===== src/design/stt_pkg.sv =====
`timescale 1ns / 1ps
`default_nettype none
// ----------------------------------------------------------------------------
// Source text tokenizer package
// Shared token codes, lexer modes, result records and the constant tables
// (keywords and one-character specials) used by the tokenizer modules.
// ----------------------------------------------------------------------------
package stt_pkg;

  localparam int POS_WIDTH_DEFAULT       = 16;
  localparam int KEYWORD_MAX_LEN_DEFAULT = 11;
  localparam int QUEUE_DEPTH_DEFAULT     = 4;

  localparam int KEYWORD_TOTAL = 16;
  localparam int KW_CAP        = 16;
  localparam int PUNCT_COUNT   = 29;
  localparam int RECS_PER_REQ  = 3;

  localparam logic [5:0] KIND_SOF    = 6'd0;
  localparam logic [5:0] KIND_EOF    = 6'd1;
  localparam logic [5:0] KIND_WORD   = 6'd2;
  localparam logic [5:0] KIND_INT    = 6'd3;
  localparam logic [5:0] KIND_FLOAT  = 6'd4;
  localparam logic [5:0] KIND_STR    = 6'd5;
  localparam logic [5:0] KIND_CHR    = 6'd6;
  localparam logic [5:0] KIND_KEY0   = 6'd7;
  localparam logic [5:0] KIND_PUNCT0 = 6'd23;

  localparam logic [15:0] LEN_MAX = 16'hFFFF;

  typedef enum logic [2:0] {
    MODE_IDLE,
    MODE_WORD,
    MODE_NUM,
    MODE_STR,
    MODE_CHR
  } mode_t;

  typedef struct packed {
    logic [5:0]  kind;
    logic [15:0] line;
    logic [15:0] col;
    logic [15:0] len;
    logic        bad;
  } rec_t;

  // One request: the results caused by one source byte, oldest in slot 0.
  typedef struct packed {
    logic [1:0]                   cnt;
    rec_t [RECS_PER_REQ-1:0]      recs;
  } req_t;

  // Keywords, left aligned, first character in the top byte.
  localparam logic [8*KW_CAP-1:0] KW_TEXT [KEYWORD_TOTAL] = '{
    {"int", 104'h0},
    {"float", 88'h0},
    {"char", 96'h0},
    {"string", 80'h0},
    {"key", 104'h0},
    {"bool", 96'h0},
    {"defun", 88'h0},
    {"return", 80'h0},
    {24'h6d686b, 104'h0},
    {32'h6d686b63, 96'h0},
    {"register", 64'h0},
    {72'h6b65795f7072657373, 56'h0},
    {88'h6b65795f72656c65617365, 40'h0},
    {"init", 96'h0},
    {"quit", 96'h0},
    {"if", 112'h0}
  };

  localparam logic [4:0] KW_LEN [KEYWORD_TOTAL] = '{
    5'd3, 5'd5, 5'd4, 5'd6, 5'd3, 5'd4, 5'd5, 5'd6,
    5'd3, 5'd4, 5'd8, 5'd9, 5'd11, 5'd4, 5'd4, 5'd2
  };

  // One-character specials; character i sits at byte PUNCT_COUNT-1-i.
  localparam logic [8*PUNCT_COUNT-1:0] PUNCT_TEXT = "`~!@#$%^&*-=+;:|,./?\n()[]{}<>";

  function automatic rec_t mk_rec(logic [5:0] kind, logic [15:0] line, logic [15:0] col,
                                  logic [15:0] len, logic bad);
    rec_t r;
    r.kind = kind;
    r.line = line;
    r.col  = col;
    r.len  = len;
    r.bad  = bad;
    return r;
  endfunction

  function automatic logic [15:0] len_inc(logic [15:0] v);
    return (v != LEN_MAX) ? v + 16'd1 : v;
  endfunction

endpackage
`default_nettype wire


===== src/design/source_text_tokenizer_core.sv =====
`timescale 1ns / 1ps
`default_nettype none
// ----------------------------------------------------------------------------
// Source text tokenizer core
// Streams source bytes in and token results out through queue-style handshakes.
// ----------------------------------------------------------------------------
// Input: a request (byte_in, end_of_source) is taken at an edge where push is
//   high and full is low; end_of_source marks the last byte of a source, and
//   the next byte starts a new source with its own start-of-source result.
// Results: while empty is low the oldest result sits on token_kind through
//   last_of_run and leaves at an edge where pop is high; last_of_run marks the
//   final result caused by one byte.
// Path: a byte's request goes through the queue into the back end's register.
// Throughput: one byte per cycle in while full is low and one result per cycle
//   out while pop is high. A byte that causes two or three results holds the
//   back end until each is popped; the request queue of QUEUE_DEPTH entries
//   absorbs such bursts, and full rises once it holds QUEUE_DEPTH requests,
//   which a stalled receiver or a long run of multi-result bytes causes.
// Reset: rst, synchronous, empties the queue and the output stage and returns
//   the lexer to the start of a source at line 1, column 1.
// ----------------------------------------------------------------------------
module source_text_tokenizer_core import stt_pkg::*; #(
  parameter int POS_WIDTH       = POS_WIDTH_DEFAULT,
  parameter int KEYWORD_MAX_LEN = KEYWORD_MAX_LEN_DEFAULT,
  parameter int QUEUE_DEPTH     = QUEUE_DEPTH_DEFAULT
) (
  input  wire logic        clk,
  input  wire logic        rst,
  input  wire logic [7:0]  byte_in,
  input  wire logic        end_of_source,
  input  wire logic        push,
  output logic             full,
  output logic [5:0]       token_kind,
  output logic [15:0]      line_number,
  output logic [15:0]      column_number,
  output logic [15:0]      token_length,
  output logic             bad_input,
  output logic             last_of_run,
  output logic             empty,
  input  wire logic        pop
);

  logic accept;
  req_t front_req;
  req_t q_data;
  logic q_empty;
  logic q_pop;

  // A byte is taken whenever the queue has room; bytes that cause no result
  // (blanks, continued tokens, bytes after an error) push nothing.
  assign accept = push && !full;

  stt_front #(
    .POS_WIDTH      (POS_WIDTH),
    .KEYWORD_MAX_LEN(KEYWORD_MAX_LEN)
  ) u_front (
    .clk          (clk),
    .rst          (rst),
    .accept       (accept),
    .byte_in      (byte_in),
    .end_of_source(end_of_source),
    .req          (front_req)
  );

  stt_queue #(
    .DEPTH(QUEUE_DEPTH)
  ) u_queue (
    .clk  (clk),
    .rst  (rst),
    .push (accept && front_req.cnt != 2'd0),
    .wdata(front_req),
    .full (full),
    .pop  (q_pop),
    .rdata(q_data),
    .empty(q_empty)
  );

  stt_back u_back (
    .clk          (clk),
    .rst          (rst),
    .q_data       (q_data),
    .q_empty      (q_empty),
    .q_pop        (q_pop),
    .pop          (pop),
    .empty        (empty),
    .token_kind   (token_kind),
    .line_number  (line_number),
    .column_number(column_number),
    .token_length (token_length),
    .bad_input    (bad_input),
    .last_of_run  (last_of_run)
  );

endmodule
`default_nettype wire


===== src/design/stt_front.sv =====
`timescale 1ns / 1ps
`default_nettype none
// ----------------------------------------------------------------------------
// Tokenizer front end
// Holds the lexer state, classifies each accepted byte and builds the request
// of up to three results that the byte causes.
// ----------------------------------------------------------------------------
module stt_front import stt_pkg::*; #(
  parameter int POS_WIDTH       = POS_WIDTH_DEFAULT,
  parameter int KEYWORD_MAX_LEN = KEYWORD_MAX_LEN_DEFAULT
) (
  input  wire logic       clk,
  input  wire logic       rst,
  input  wire logic       accept,
  input  wire logic [7:0] byte_in,
  input  wire logic       end_of_source,
  output req_t            req
);

  localparam int IDXW = $clog2(KEYWORD_MAX_LEN);

  localparam logic [7:0] CH_DQ  = 8'h22;
  localparam logic [7:0] CH_SQ  = 8'h27;
  localparam logic [7:0] CH_BS  = 8'h5C;
  localparam logic [7:0] CH_DOT = 8'h2E;
  localparam logic [7:0] CH_US  = 8'h5F;
  localparam logic [7:0] CH_LF  = 8'h0A;

  mode_t                 mode, mode_step, mode_next;
  logic                  sof_sent, sof_sent_next;
  logic                  halted, halted_step, halted_next;
  logic [POS_WIDTH-1:0]  cur_line, cur_line_next;
  logic [POS_WIDTH-1:0]  cur_col, cur_col_next;
  logic [POS_WIDTH-1:0]  start_line, start_line_next;
  logic [POS_WIDTH-1:0]  start_col, start_col_next;
  logic [15:0]           run_length, run_next;
  logic                  saw_point, saw_next;
  logic                  prev_bs, prev_bs_next;
  logic [7:0]            word_buf [KEYWORD_MAX_LEN];
  logic [7:0]            kw_buf [KEYWORD_MAX_LEN];

  logic is_alpha, is_digit, is_us, is_blank, word_char, num_char, starter;
  logic punct_hit;
  logic [5:0] punct_kind;
  logic taken, begin_tok, wr_en;
  logic [IDXW-1:0] wr_idx;
  logic [15:0] kw_len;
  logic [5:0] kw_kind;
  logic [7:0] quote;
  logic [1:0] n;

  // Byte classes and the write into the identifier buffer.
  always_comb begin : classify
    is_alpha  = (byte_in >= 8'h61 && byte_in <= 8'h7A) || (byte_in >= 8'h41 && byte_in <= 8'h5A);
    is_digit  = byte_in >= 8'h30 && byte_in <= 8'h39;
    is_us     = byte_in == CH_US;
    is_blank  = byte_in == 8'h09 || byte_in == 8'h0B || byte_in == 8'h0C ||
                byte_in == 8'h0D || byte_in == 8'h20;
    word_char = is_alpha || is_digit || is_us;
    num_char  = is_digit || byte_in == CH_DOT;
    starter   = byte_in == CH_DQ || byte_in == CH_SQ || is_digit || is_alpha || is_us;
    quote     = (mode == MODE_STR) ? CH_DQ : CH_SQ;
    punct_hit  = 1'b0;
    punct_kind = KIND_PUNCT0;
    for (int i = PUNCT_COUNT - 1; i >= 0; i--) begin
      if (PUNCT_TEXT[8*(PUNCT_COUNT-1-i) +: 8] == byte_in) begin
        punct_hit  = 1'b1;
        punct_kind = KIND_PUNCT0 + 6'(i);
      end
    end
    taken = !halted && ((mode == MODE_WORD && word_char) || (mode == MODE_NUM && num_char) ||
                        mode == MODE_STR || mode == MODE_CHR);
    begin_tok = !halted && !taken;
    wr_en  = (!halted && mode == MODE_WORD && word_char &&
              run_length < 16'(KEYWORD_MAX_LEN)) || (begin_tok && (is_alpha || is_us));
    wr_idx = begin_tok ? '0 : run_length[IDXW-1:0];
    // A word closed by this byte is matched as it stands; a word still open at
    // the last byte is matched with this byte included.
    if (mode == MODE_WORD && !word_char)
      kw_len = run_length;
    else if (begin_tok)
      kw_len = 16'd1;
    else
      kw_len = len_inc(run_length);
    for (int i = 0; i < KEYWORD_MAX_LEN; i++)
      kw_buf[i] = (wr_en && wr_idx == IDXW'(i)) ? byte_in : word_buf[i];
  end

  always_comb begin : keyword_match
    logic hit;
    kw_kind = KIND_WORD;
    for (int k = KEYWORD_TOTAL - 1; k >= 0; k--) begin
      hit = kw_len == 16'(KW_LEN[k]);
      for (int i = 0; i < KEYWORD_MAX_LEN; i++) begin
        if (i < int'(KW_LEN[k]) && kw_buf[i] != KW_TEXT[k][8*(KW_CAP-1-i) +: 8])
          hit = 1'b0;
      end
      if (hit)
        kw_kind = KIND_KEY0 + 6'(k);
    end
  end

  // Lexer mode next state.
  always_comb begin : mode_fsm
    mode_step = mode;
    if (!halted) begin
      case (mode)
        MODE_WORD: if (!word_char) mode_step = MODE_IDLE;
        MODE_NUM:  if (!num_char) mode_step = MODE_IDLE;
        MODE_STR, MODE_CHR: if (byte_in == quote && !prev_bs) mode_step = MODE_IDLE;
        default: ;
      endcase
      if (begin_tok) begin
        if (byte_in == CH_DQ)
          mode_step = MODE_STR;
        else if (byte_in == CH_SQ)
          mode_step = MODE_CHR;
        else if (is_digit)
          mode_step = MODE_NUM;
        else if (is_alpha || is_us)
          mode_step = MODE_WORD;
        else
          mode_step = MODE_IDLE;
      end
    end
    halted_step = halted || (begin_tok && !starter && !is_blank && !punct_hit);
    mode_next   = end_of_source ? MODE_IDLE : mode_step;
  end

  // Results and the rest of the lexer state.
  always_comb begin : datapath
    n               = '0;
    req.recs        = '0;
    sof_sent_next   = 1'b1;
    cur_line_next   = cur_line;
    cur_col_next    = cur_col;
    start_line_next = start_line;
    start_col_next  = start_col;
    run_next        = run_length;
    saw_next        = saw_point;
    prev_bs_next    = prev_bs;
    if (!sof_sent) begin
      req.recs[n] = mk_rec(KIND_SOF, '0, '0, '0, 1'b0);
      n = n + 2'd1;
    end
    if (!halted) begin
      case (mode)
        MODE_WORD: begin
          if (word_char) begin
            run_next = len_inc(run_length);
          end else begin
            req.recs[n] = mk_rec(kw_kind, 16'(start_line), 16'(start_col), run_length, 1'b0);
            n = n + 2'd1;
          end
        end
        MODE_NUM: begin
          if (num_char) begin
            run_next = len_inc(run_length);
            if (byte_in == CH_DOT)
              saw_next = 1'b1;
          end else begin
            req.recs[n] = mk_rec(saw_point ? KIND_FLOAT : KIND_INT, 16'(start_line),
                                 16'(start_col), run_length, 1'b0);
            n = n + 2'd1;
          end
        end
        MODE_STR, MODE_CHR: begin
          run_next = len_inc(run_length);
          if (byte_in == quote && !prev_bs) begin
            req.recs[n] = mk_rec((mode == MODE_STR) ? KIND_STR : KIND_CHR, 16'(start_line),
                                 16'(start_col), len_inc(run_length), 1'b0);
            n = n + 2'd1;
          end
          prev_bs_next = byte_in == CH_BS;
        end
        default: ;
      endcase
      if (begin_tok) begin
        start_line_next = cur_line;
        start_col_next  = cur_col;
        run_next        = 16'd1;
        saw_next        = 1'b0;
        prev_bs_next    = 1'b0;
        if (is_blank) begin
          run_next = '0;
        end else if (!starter) begin
          if (punct_hit)
            req.recs[n] = mk_rec(punct_kind, 16'(cur_line), 16'(cur_col), 16'd1, 1'b0);
          else
            req.recs[n] = mk_rec(KIND_SOF, 16'(cur_line), 16'(cur_col), 16'd1, 1'b1);
          n = n + 2'd1;
        end
      end
      if (byte_in == CH_LF) begin
        cur_line_next = (cur_line != '1) ? cur_line + 1'b1 : cur_line;
        cur_col_next  = POS_WIDTH'(1);
      end else begin
        cur_col_next  = (cur_col != '1) ? cur_col + 1'b1 : cur_col;
      end
    end
    halted_next = halted_step;
    if (end_of_source) begin
      if (!halted_step) begin
        case (mode_step)
          MODE_WORD: begin
            req.recs[n] = mk_rec(kw_kind, 16'(start_line_next), 16'(start_col_next),
                                 run_next, 1'b0);
            n = n + 2'd1;
          end
          MODE_NUM: begin
            req.recs[n] = mk_rec(saw_next ? KIND_FLOAT : KIND_INT, 16'(start_line_next),
                                 16'(start_col_next), run_next, 1'b0);
            n = n + 2'd1;
          end
          MODE_STR: begin
            req.recs[n] = mk_rec(KIND_STR, 16'(start_line_next), 16'(start_col_next),
                                 run_next, 1'b1);
            n = n + 2'd1;
          end
          MODE_CHR: begin
            req.recs[n] = mk_rec(KIND_CHR, 16'(start_line_next), 16'(start_col_next),
                                 run_next, 1'b1);
            n = n + 2'd1;
          end
          default: ;
        endcase
      end
      req.recs[n] = mk_rec(KIND_EOF, '0, '0, '0, 1'b0);
      n = n + 2'd1;
      // The next byte starts a fresh source.
      sof_sent_next   = 1'b0;
      halted_next     = 1'b0;
      cur_line_next   = POS_WIDTH'(1);
      cur_col_next    = POS_WIDTH'(1);
      start_line_next = '0;
      start_col_next  = '0;
      run_next        = '0;
      saw_next        = 1'b0;
      prev_bs_next    = 1'b0;
    end
    req.cnt = n;
  end

  always_ff @(posedge clk) begin
    if (rst) begin
      mode       <= MODE_IDLE;
      sof_sent   <= 1'b0;
      halted     <= 1'b0;
      cur_line   <= POS_WIDTH'(1);
      cur_col    <= POS_WIDTH'(1);
      start_line <= '0;
      start_col  <= '0;
      run_length <= '0;
      saw_point  <= 1'b0;
      prev_bs    <= 1'b0;
    end else if (accept) begin
      mode       <= mode_next;
      sof_sent   <= sof_sent_next;
      halted     <= halted_next;
      cur_line   <= cur_line_next;
      cur_col    <= cur_col_next;
      start_line <= start_line_next;
      start_col  <= start_col_next;
      run_length <= run_next;
      saw_point  <= saw_next;
      prev_bs    <= prev_bs_next;
    end
  end

  always_ff @(posedge clk) begin
    if (accept && wr_en)
      word_buf[wr_idx] <= byte_in;
  end

endmodule
`default_nettype wire


===== src/design/stt_queue.sv =====
`timescale 1ns / 1ps
`default_nettype none
// ----------------------------------------------------------------------------
// Tokenizer request queue
// Short first-in first-out buffer of requests between front and back end.
// ----------------------------------------------------------------------------
module stt_queue import stt_pkg::*; #(
  parameter int DEPTH = QUEUE_DEPTH_DEFAULT
) (
  input  wire logic clk,
  input  wire logic rst,
  input  wire logic push,
  input  wire req_t wdata,
  output logic      full,
  input  wire logic pop,
  output req_t      rdata,
  output logic      empty
);

  localparam int PW = (DEPTH > 1) ? $clog2(DEPTH) : 1;
  localparam int CW = $clog2(DEPTH + 1);

  req_t          slots [DEPTH];
  logic [PW-1:0] wr_ptr, rd_ptr;
  logic [CW-1:0] count;
  logic          do_push, do_pop;

  assign full    = count == CW'(DEPTH);
  assign empty   = count == '0;
  assign do_push = push && !full;
  assign do_pop  = pop && !empty;
  assign rdata   = slots[rd_ptr];

  always_ff @(posedge clk) begin
    if (rst) begin
      wr_ptr <= '0;
      rd_ptr <= '0;
      count  <= '0;
    end else begin
      if (do_push)
        wr_ptr <= (wr_ptr == PW'(DEPTH - 1)) ? '0 : wr_ptr + 1'b1;
      if (do_pop)
        rd_ptr <= (rd_ptr == PW'(DEPTH - 1)) ? '0 : rd_ptr + 1'b1;
      if (do_push && !do_pop)
        count <= count + 1'b1;
      else if (do_pop && !do_push)
        count <= count - 1'b1;
    end
  end

  always_ff @(posedge clk) begin
    if (do_push)
      slots[wr_ptr] <= wdata;
  end

endmodule
`default_nettype wire


===== src/design/stt_back.sv =====
`timescale 1ns / 1ps
`default_nettype none
// ----------------------------------------------------------------------------
// Tokenizer back end
// Takes one request from the queue and hands its results out one per pop,
// marking the last result of each request.
// ----------------------------------------------------------------------------
module stt_back import stt_pkg::*; (
  input  wire logic  clk,
  input  wire logic  rst,
  input  wire req_t  q_data,
  input  wire logic  q_empty,
  output logic       q_pop,
  input  wire logic  pop,
  output logic       empty,
  output logic [5:0] token_kind,
  output logic [15:0] line_number,
  output logic [15:0] column_number,
  output logic [15:0] token_length,
  output logic       bad_input,
  output logic       last_of_run
);

  req_t       cur;
  logic       cur_valid;
  logic [1:0] idx;
  logic       last_rec;
  logic       load;
  rec_t       rec;

  assign last_rec = idx == cur.cnt - 2'd1;
  assign load     = !q_empty && (!cur_valid || (pop && last_rec));
  assign q_pop    = load;
  assign empty    = !cur_valid;

  assign rec           = cur.recs[idx];
  assign token_kind    = rec.kind;
  assign line_number   = rec.line;
  assign column_number = rec.col;
  assign token_length  = rec.len;
  assign bad_input     = rec.bad;
  assign last_of_run   = last_rec;

  always_ff @(posedge clk) begin
    if (rst) begin
      cur_valid <= 1'b0;
      idx       <= '0;
    end else if (load) begin
      cur_valid <= 1'b1;
      idx       <= '0;
    end else if (pop && cur_valid) begin
      if (last_rec)
        cur_valid <= 1'b0;
      else
        idx <= idx + 2'd1;
    end
  end

  always_ff @(posedge clk) begin
    if (load)
      cur <= q_data;
  end

endmodule
`default_nettype wire


===== config.mk =====
export PLATFORM = sky130hd
export DESIGN_NAME = source_text_tokenizer_core
export DESIGN_NICKNAME = d
export VERILOG_FILES = /design/src/design/stt_pkg.sv /design/src/design/source_text_tokenizer_core.sv /design/src/design/stt_front.sv /design/src/design/stt_queue.sv /design/src/design/stt_back.sv
export SDC_FILE = /design/constraint.sdc
export NUM_CORES = 1
export LEC_CHECK = 0
export BUFFER_PORTS_ARGS = -buffer_cell sky130_fd_sc_hd__clkbuf_2
export CORE_MARGIN = 2
export CORE_UTILIZATION = 25
export CTS_CLUSTER_SIZE = 12
export DETAILED_ROUTE_END_ITERATION = 8
export PLACE_DENSITY = 0.46
export SLEW_MARGIN = 0
export SYNTH_ARGS = -nofsm -noshare
export SYNTH_HDL_FRONTEND = slang
export SYNTH_SLANG_ARGS = --single-unit
export TNS_END_PERCENT = 100

===== constraint.sdc =====
create_clock -name clk -period 15.1 [get_ports clk]
set_clock_uncertainty 0.1 [all_clocks]
set_input_delay 3.02 -clock clk [delete_from_list [all_inputs] [get_ports clk]]
set_output_delay 3.02 -clock clk [all_outputs]
set_load 0.05 [all_outputs]

[Yosys cells after proc, flatten, opt, wreduce, memory -nomap -nowiden]
Memories as Yosys holds them, arrays and structs flattened. A register that Yosys moved wholly into a read port is not among the register bits.
Index checks and enable logic that the tools add are counted.
Storage, ports and cells
  register bits: 97
  bits in writable memories: 756
  output and inout bits: 58
  word-level logic and storage cells: 545
  memories: 2
Cells by class
  add/subtract/negate cells: 13
  $lt $le $gt $ge: 16
  equal/unequal tests: 129
  multiplexer cells: 273
  bitwise logic cells: 7
  reduce and logical (&&, ||, !) cells: 90
Memory list
  u_queue.slots: depth 4, bits a word 167, rd ports 1, clocked after Yosys merged registers in 1, wr ports 1, line stt_queue.sv:23  | req_t slots [DEPTH];
  u_front.word_buf: depth 11, bits a word 8, rd ports 11, clocked after Yosys merged registers in 0, wr ports 1, line stt_front.sv:39  | logic [7:0] word_buf [KEYWORD_MAX_LEN];
Operators by type and width (count)
  $mux W165: 12
  $bwmux W165: 6
  $pmux W165 S4: 1
  $and A165 B165 Y165: 3
  $pmux W165 S3: 1
  $demux W55 S2: 4
  $ne A8 B7 Y1 const B: 54
  $mux W16: 22
  $mux W55: 5
  $mux W6: 44
  $and A162 B162 Y162: 1
  $not A162 Y162: 1
  $eq A6 B8 Y1 const A: 19
  $mux W1: 132
  $bmux W55 S2: 1
  $mux W8: 11
  $eq A7 B8 Y1 const A: 9
  $add A16 B1 Y16 const B: 3
  $eq A16 B3 Y1 const B: 3
  $eq A16 B4 Y1 const B: 3
  $ne A16 B16 Y1 const B: 3
  $pmux W16 S3: 1
  $mux W3: 14
  $logic_and A1 B1 Y1: 41
  48 further kinds: 134

[Depth between registers and ports, before layout]
  depth in word-level cells: 57
  gate-level depth with buffers: 27
  mapped depth without buffers: 25

[Hierarchy]
From an unflattened synthesis, not the netlist that was laid out.
Unflattened totals
  cell total of the unflattened synthesis: 3194
  area total of the unflattened synthesis: 45605.0 µm²
By module, submodules not included
  stt_queue: times used 1, cells an instance 923, area each 24583.6 µm²
  stt_front: times used 1, cells an instance 1892, area each 14634.0 µm²
  stt_back: times used 1, cells an instance 377, area each 6366.1 µm²
  source_text_tokenizer_core: times used 1, cells an instance 2, area each 21.3 µm²

[Worst setup path after synthesis]
No wires, ideal clock.
  path kind: input -> register
  start: input pop
  end: register u_queue.count[2]
  arrival time: 13438 ps
  data required time: 14930 ps
  setup slack: 1492 ps
  stages on the path: 9
  path through: nand2_1 a21oi_1 inv_1 ha_1 inv_1 fa_1 xor2_1 or3_1 a21oi_1
Between the ends
  word-level cells in the longest chain between the ends: 7
  elaborated cells between the ends (all ways): 9
  classes of those cells: 1 x mux; 8 x reduce/logical
RTL lines
  start: declaration: line source_text_tokenizer_core.sv:40  | input wire logic pop
  $logic_and A1 B1 Y1 (*): line stt_back.sv:32  | assign load = !q_empty && (!cur_valid || (pop && last_rec));
  $logic_or A1 B1 Y1 (*): line stt_back.sv:32
  $logic_and A1 B1 Y1 (*): line stt_back.sv:32
  via q_pop: line source_text_tokenizer_core.sv:47  | logic q_pop;
  $logic_and A1 B1 Y1 (*): line stt_queue.sv:31  | assign do_pop = pop && !empty;
  $logic_not A1 Y1: line stt_queue.sv:44  | if (do_push && !do_pop)
  $logic_and A1 B1 Y1: line stt_queue.sv:44
  $mux W3 or $reduce_bool A2 Y1 (tied branches)
  end signal: assignment: line stt_queue.sv:45  | count <= count + 1'b1;
  end signal: assignment: line stt_queue.sv:47  | count <= count - 1'b1;
  end: declaration: line stt_queue.sv:25  | logic [CW-1:0] count;
Mark *: on every way through the listed nets, which the timed path passes. The rest lies on a longest branch.
A chain may end at the register's enable or synchronous reset.

==> flow_summary.json <==
{
  "routed_wl_mm": 138,
  "r2r_end": "u_queue.slots[2][63]",
  "yosys.cell_types.count": 101,
  "tightest_slew_ps": 1230,
  "ys_ff_latch": 1020,
  "stdcell_area_um2": 53000,
  "finalHoldViolCount": 0,
  "finalCritPeriodShare": 0.636,
  "synth.avg_cell_area_um2": 13.5,
  "grt_pass1_vias": 29850,
  "holdCritPathClass": "reg -> reg",
  "grt_usage": 0.142,
  "detail-route-antenna-nets": 0,
  "io_pins": 71,
  "vias": 30124,
  "maxCapViolCount": 0,
  "reg2reg_from": "u_front.mode[2]",
  "cts_made_buffers": 108,
  "critical_path_class": "in -> reg",
  "end_kind": "flop",
  "leakage_nw": 16.1,
  "ctsResizeCount": 0,
  "drt-wirelength-per-cell_um": 23.0,
  "cts.htree.levels": 3,
  "synth_warnings": 0,
  "drcViolationCount": 0,
  "dpl-instance-area_um2": 49700,
  "nFillCells": 18874,
  "antenna_found_initial": 4,
  "cp.required_ps": 15320,
  "layout.nets": 3483,
  "reg2reg_depth": 15,
  "dp_hpwl_mm": 87.5,
  "setup_viol": 0,
  "drt-pass1-iter-count": 6,
  "die-area_um2": 189000,
  "area_growth_pct": 14.1,
  "clockRootBuffer": "clkbuf_16",
  "start_util": 0.251,
  "ir_worst_vdd_mv": 0.127,
  "grt_overflow": 0,
  "setup_tns_ps": 0,
  "rsz0062_at_grt": "no",
  "tritoncts": "yes",
  "startpoint_type": "primary input",
  "maxSlewHeadroom": 0.156,
  "synth_nets": 3477,
  "die_h_um": 435,
  "cp-endpoint": "u_queue.slots[2][63]",
  "worstPathMaxFanout": 61,
  "synth_edf_count": 923,
  "status": "finished, final reports clean",
  "power_density_nw_per_um2": 163,
  "clock_path_buffers": 3,
  "io_buffers": 70,
  "grt_pass1_wl_mm": 203,
  "path_clk_slew_ps": 60,
  "core_um2": 185000,
  "cts_hold_buf": 0,
  "slew_violations": 0,
  "grt_max_degree": 90,
  "die_width_um": 435,
  "insertion_delay_ps": 730,
  "startpoint": "byte_in[1]",
  "async_reset_ff_frac": 0,
  "drive_above_1_share": 0.152,
  "gp_congestion": 0.891,
  "cts_sinks": 1020,
  "via_per_inst": 5.01,
  "ys_seq_area_frac": 0.638,
  "syn-cell-area_um2": 46500,
  "drtIter0Drc": 2713,
  "r2r_setup_slack_ps": 7650,
  "postCtsSetupRepairBufs": 0,
  "placementRows": 158,
  "syn_inst": 3441,
  "synthFlopType": "edfxtp_1",
  "min_period_ps": 9600,
  "cp.arrival_ps": 9820,
  "max_freq_mhz": 104
}
placed cells by master, fill, tap and decap left out, types with 13 or more instances in the layout:
master,n
edfxtp_1,923
nor2_1,273
nand2_1,264
a21oi_1,203
mux4_2,168
o21ai_0,131
mux2i_1,116
clkbuf_16,108
o22ai_1,102
and3_1,93
dfxtp_1,92
buf_4,74
o22a_1,70
clkbuf_2,69
nor3_1,62
nand3_1,57
o21ai_1,49
nor4_1,39
inv_1,35
a22oi_1,33
nand4_1,32
clkbuf_1,32
nor2b_1,24
nand2b_1,23
xor2_1,22
or3_1,21
ha_1,20
clkinv_1,19
a31oi_1,18
o31ai_1,16
and2_1,15
clkinv_2,15
nand4b_1,13
o211ai_1,13
power by group:
part | internal, mW | total, mW | switching, mW
Clock | 1.42 | 2.53 | 1.11
Sequential | 3.79 | 3.97 | 0.186
Combinational | 0.690 | 2.12 | 1.43
layer usage:
metal | up-vias | part of all wire | GRT usage
met5 | - | 0.00010 | 0
met4 | 2 | 0.029 | 0.0441
met3 | 244 | 0.058 | 0.0262
met2 | 988 | 0.47 | 0.230
met1 | 15345 | 0.44 | 0.191
li1 | 13545 | - | -
worst min path at each step:
stage | start | to | depth (start not counted)
finish | u_queue.count[2] | u_queue.count[2] | 2
global route | u_front.prev_bs | u_front.prev_bs | 2
CTS | u_queue.count[2] | u_queue.count[2] | 2
detailed placement | u_queue.count[2] | u_queue.count[2] | 2
global placement | u_queue.count[2] | u_queue.count[2] | 2
floorplan | u_back.cur_valid | u_back.cur_valid | 2
metrics by stage:
stage               hold WS [ps]  cells  power [mW]  setup WS (ps)  utilization
floorplan                    359   3441        5.58           1490            -
global placement             384   5817        6.21           4850        0.269
detailed placement           394   5817        6.23           4790        0.269
CTS                          403   6010        8.79           5500        0.287
global route                 416   6010        9.02           5080        0.287
finish                       405   6011        8.62           5500        0.287
critical path, stage by stage:
cell and delay, ps:
clkbuf_2 80, buf_4 260, or4_4 640, o221ai_4 330, a21oi_2 210, or3_2 910
nor4_1 560, a21oi_2 200, xor2_2 450, nand2_1 190, nand2_1 100, o21a_1 180
ha_2 280, mux2i_1 390, o21a_2 320, and2_4 860, buf_4 670
final cells by class:
| class | instances | area (um2) | share of cell area |
|---|---|---|---|
| antenna | 1 | 2.50 | 0.0000472 |
| clock buffer | 146 | 2910 | 0.0548 |
| clock inverter | 47 | 438 | 0.00826 |
| inverter | 38 | 143 | 0.00269 |
| multi-input combinational | 2135 | 15900 | 0.299 |
| sequential | 1020 | 29700 | 0.559 |
| tap | 2480 | 3100 | 0.0585 |
| timing repair buffer | 144 | 921 | 0.0174 |
logic make-up (layout without fill, tap and decap cells):
kind of cell / Yosys count / in the layout / synth area share
multiplexers: 296 / 296 / 0.109
AND/OR/NAND/NOR: 1008 / 1008 / 0.108
adder cells (fa/ha/maj): 23 / 23 / 0.00635
other: 0 / 1 / 0
AO/OA/AOI/OAI: 773 / 773 / 0.108
buffers and inverters: 286 / 375 / 0.0237
flip-flops: 1020 / 1020 / 0.638
XOR/XNOR: 35 / 35 / 0.00675
flip-flops by register name, summed over array words and instances, names as in the netlist, 2 cells and up:
register,count
u_queue.slots,668
u_back.cur,167
u_front.word_buf,88
u_front.cur_col,16
u_front.cur_line,16
u_front.run_length,16
u_front.start_col,16
u_front.start_line,16
u_front.mode,3
u_queue.count,3
u_back.idx,2
u_queue.rd_ptr,2
u_queue.wr_ptr,2
Yosys cell counts (all sizes together) (12+ instances only):
library cell | number | area share
buf | 62 | 0.0056
nor4 | 39 | 0.0052
ha | 22 | 0.0059
and3 | 93 | 0.013
a31oi | 18 | 0.0024
o211ai | 13 | 0.0021
nand2b | 24 | 0.0032
nor2 | 273 | 0.022
mux4 | 168 | 0.081
clkbuf | 186 | 0.015
mux2 | 12 | 0.0029
nand4 | 32 | 0.0043
and2 | 21 | 0.0028
inv | 35 | 0.0028
nor3 | 68 | 0.0077
xor2 | 23 | 0.0045
xnor2 | 12 | 0.0023
edfxtp | 923 | 0.60
nor2b | 25 | 0.0034
a22oi | 33 | 0.0053
a21oi | 207 | 0.022
or3 | 22 | 0.0030
nand2 | 268 | 0.022
o21ai | 183 | 0.020
a211oi | 14 | 0.0026
o22a | 70 | 0.013
dfxtp | 97 | 0.042
mux2i | 116 | 0.025
a2bb2oi | 12 | 0.0024
o31ai | 16 | 0.0026
nand3 | 58 | 0.0063
nand4b | 13 | 0.0024
o22ai | 102 | 0.014
Note: power is estimated with default switching activity, not from simulation.
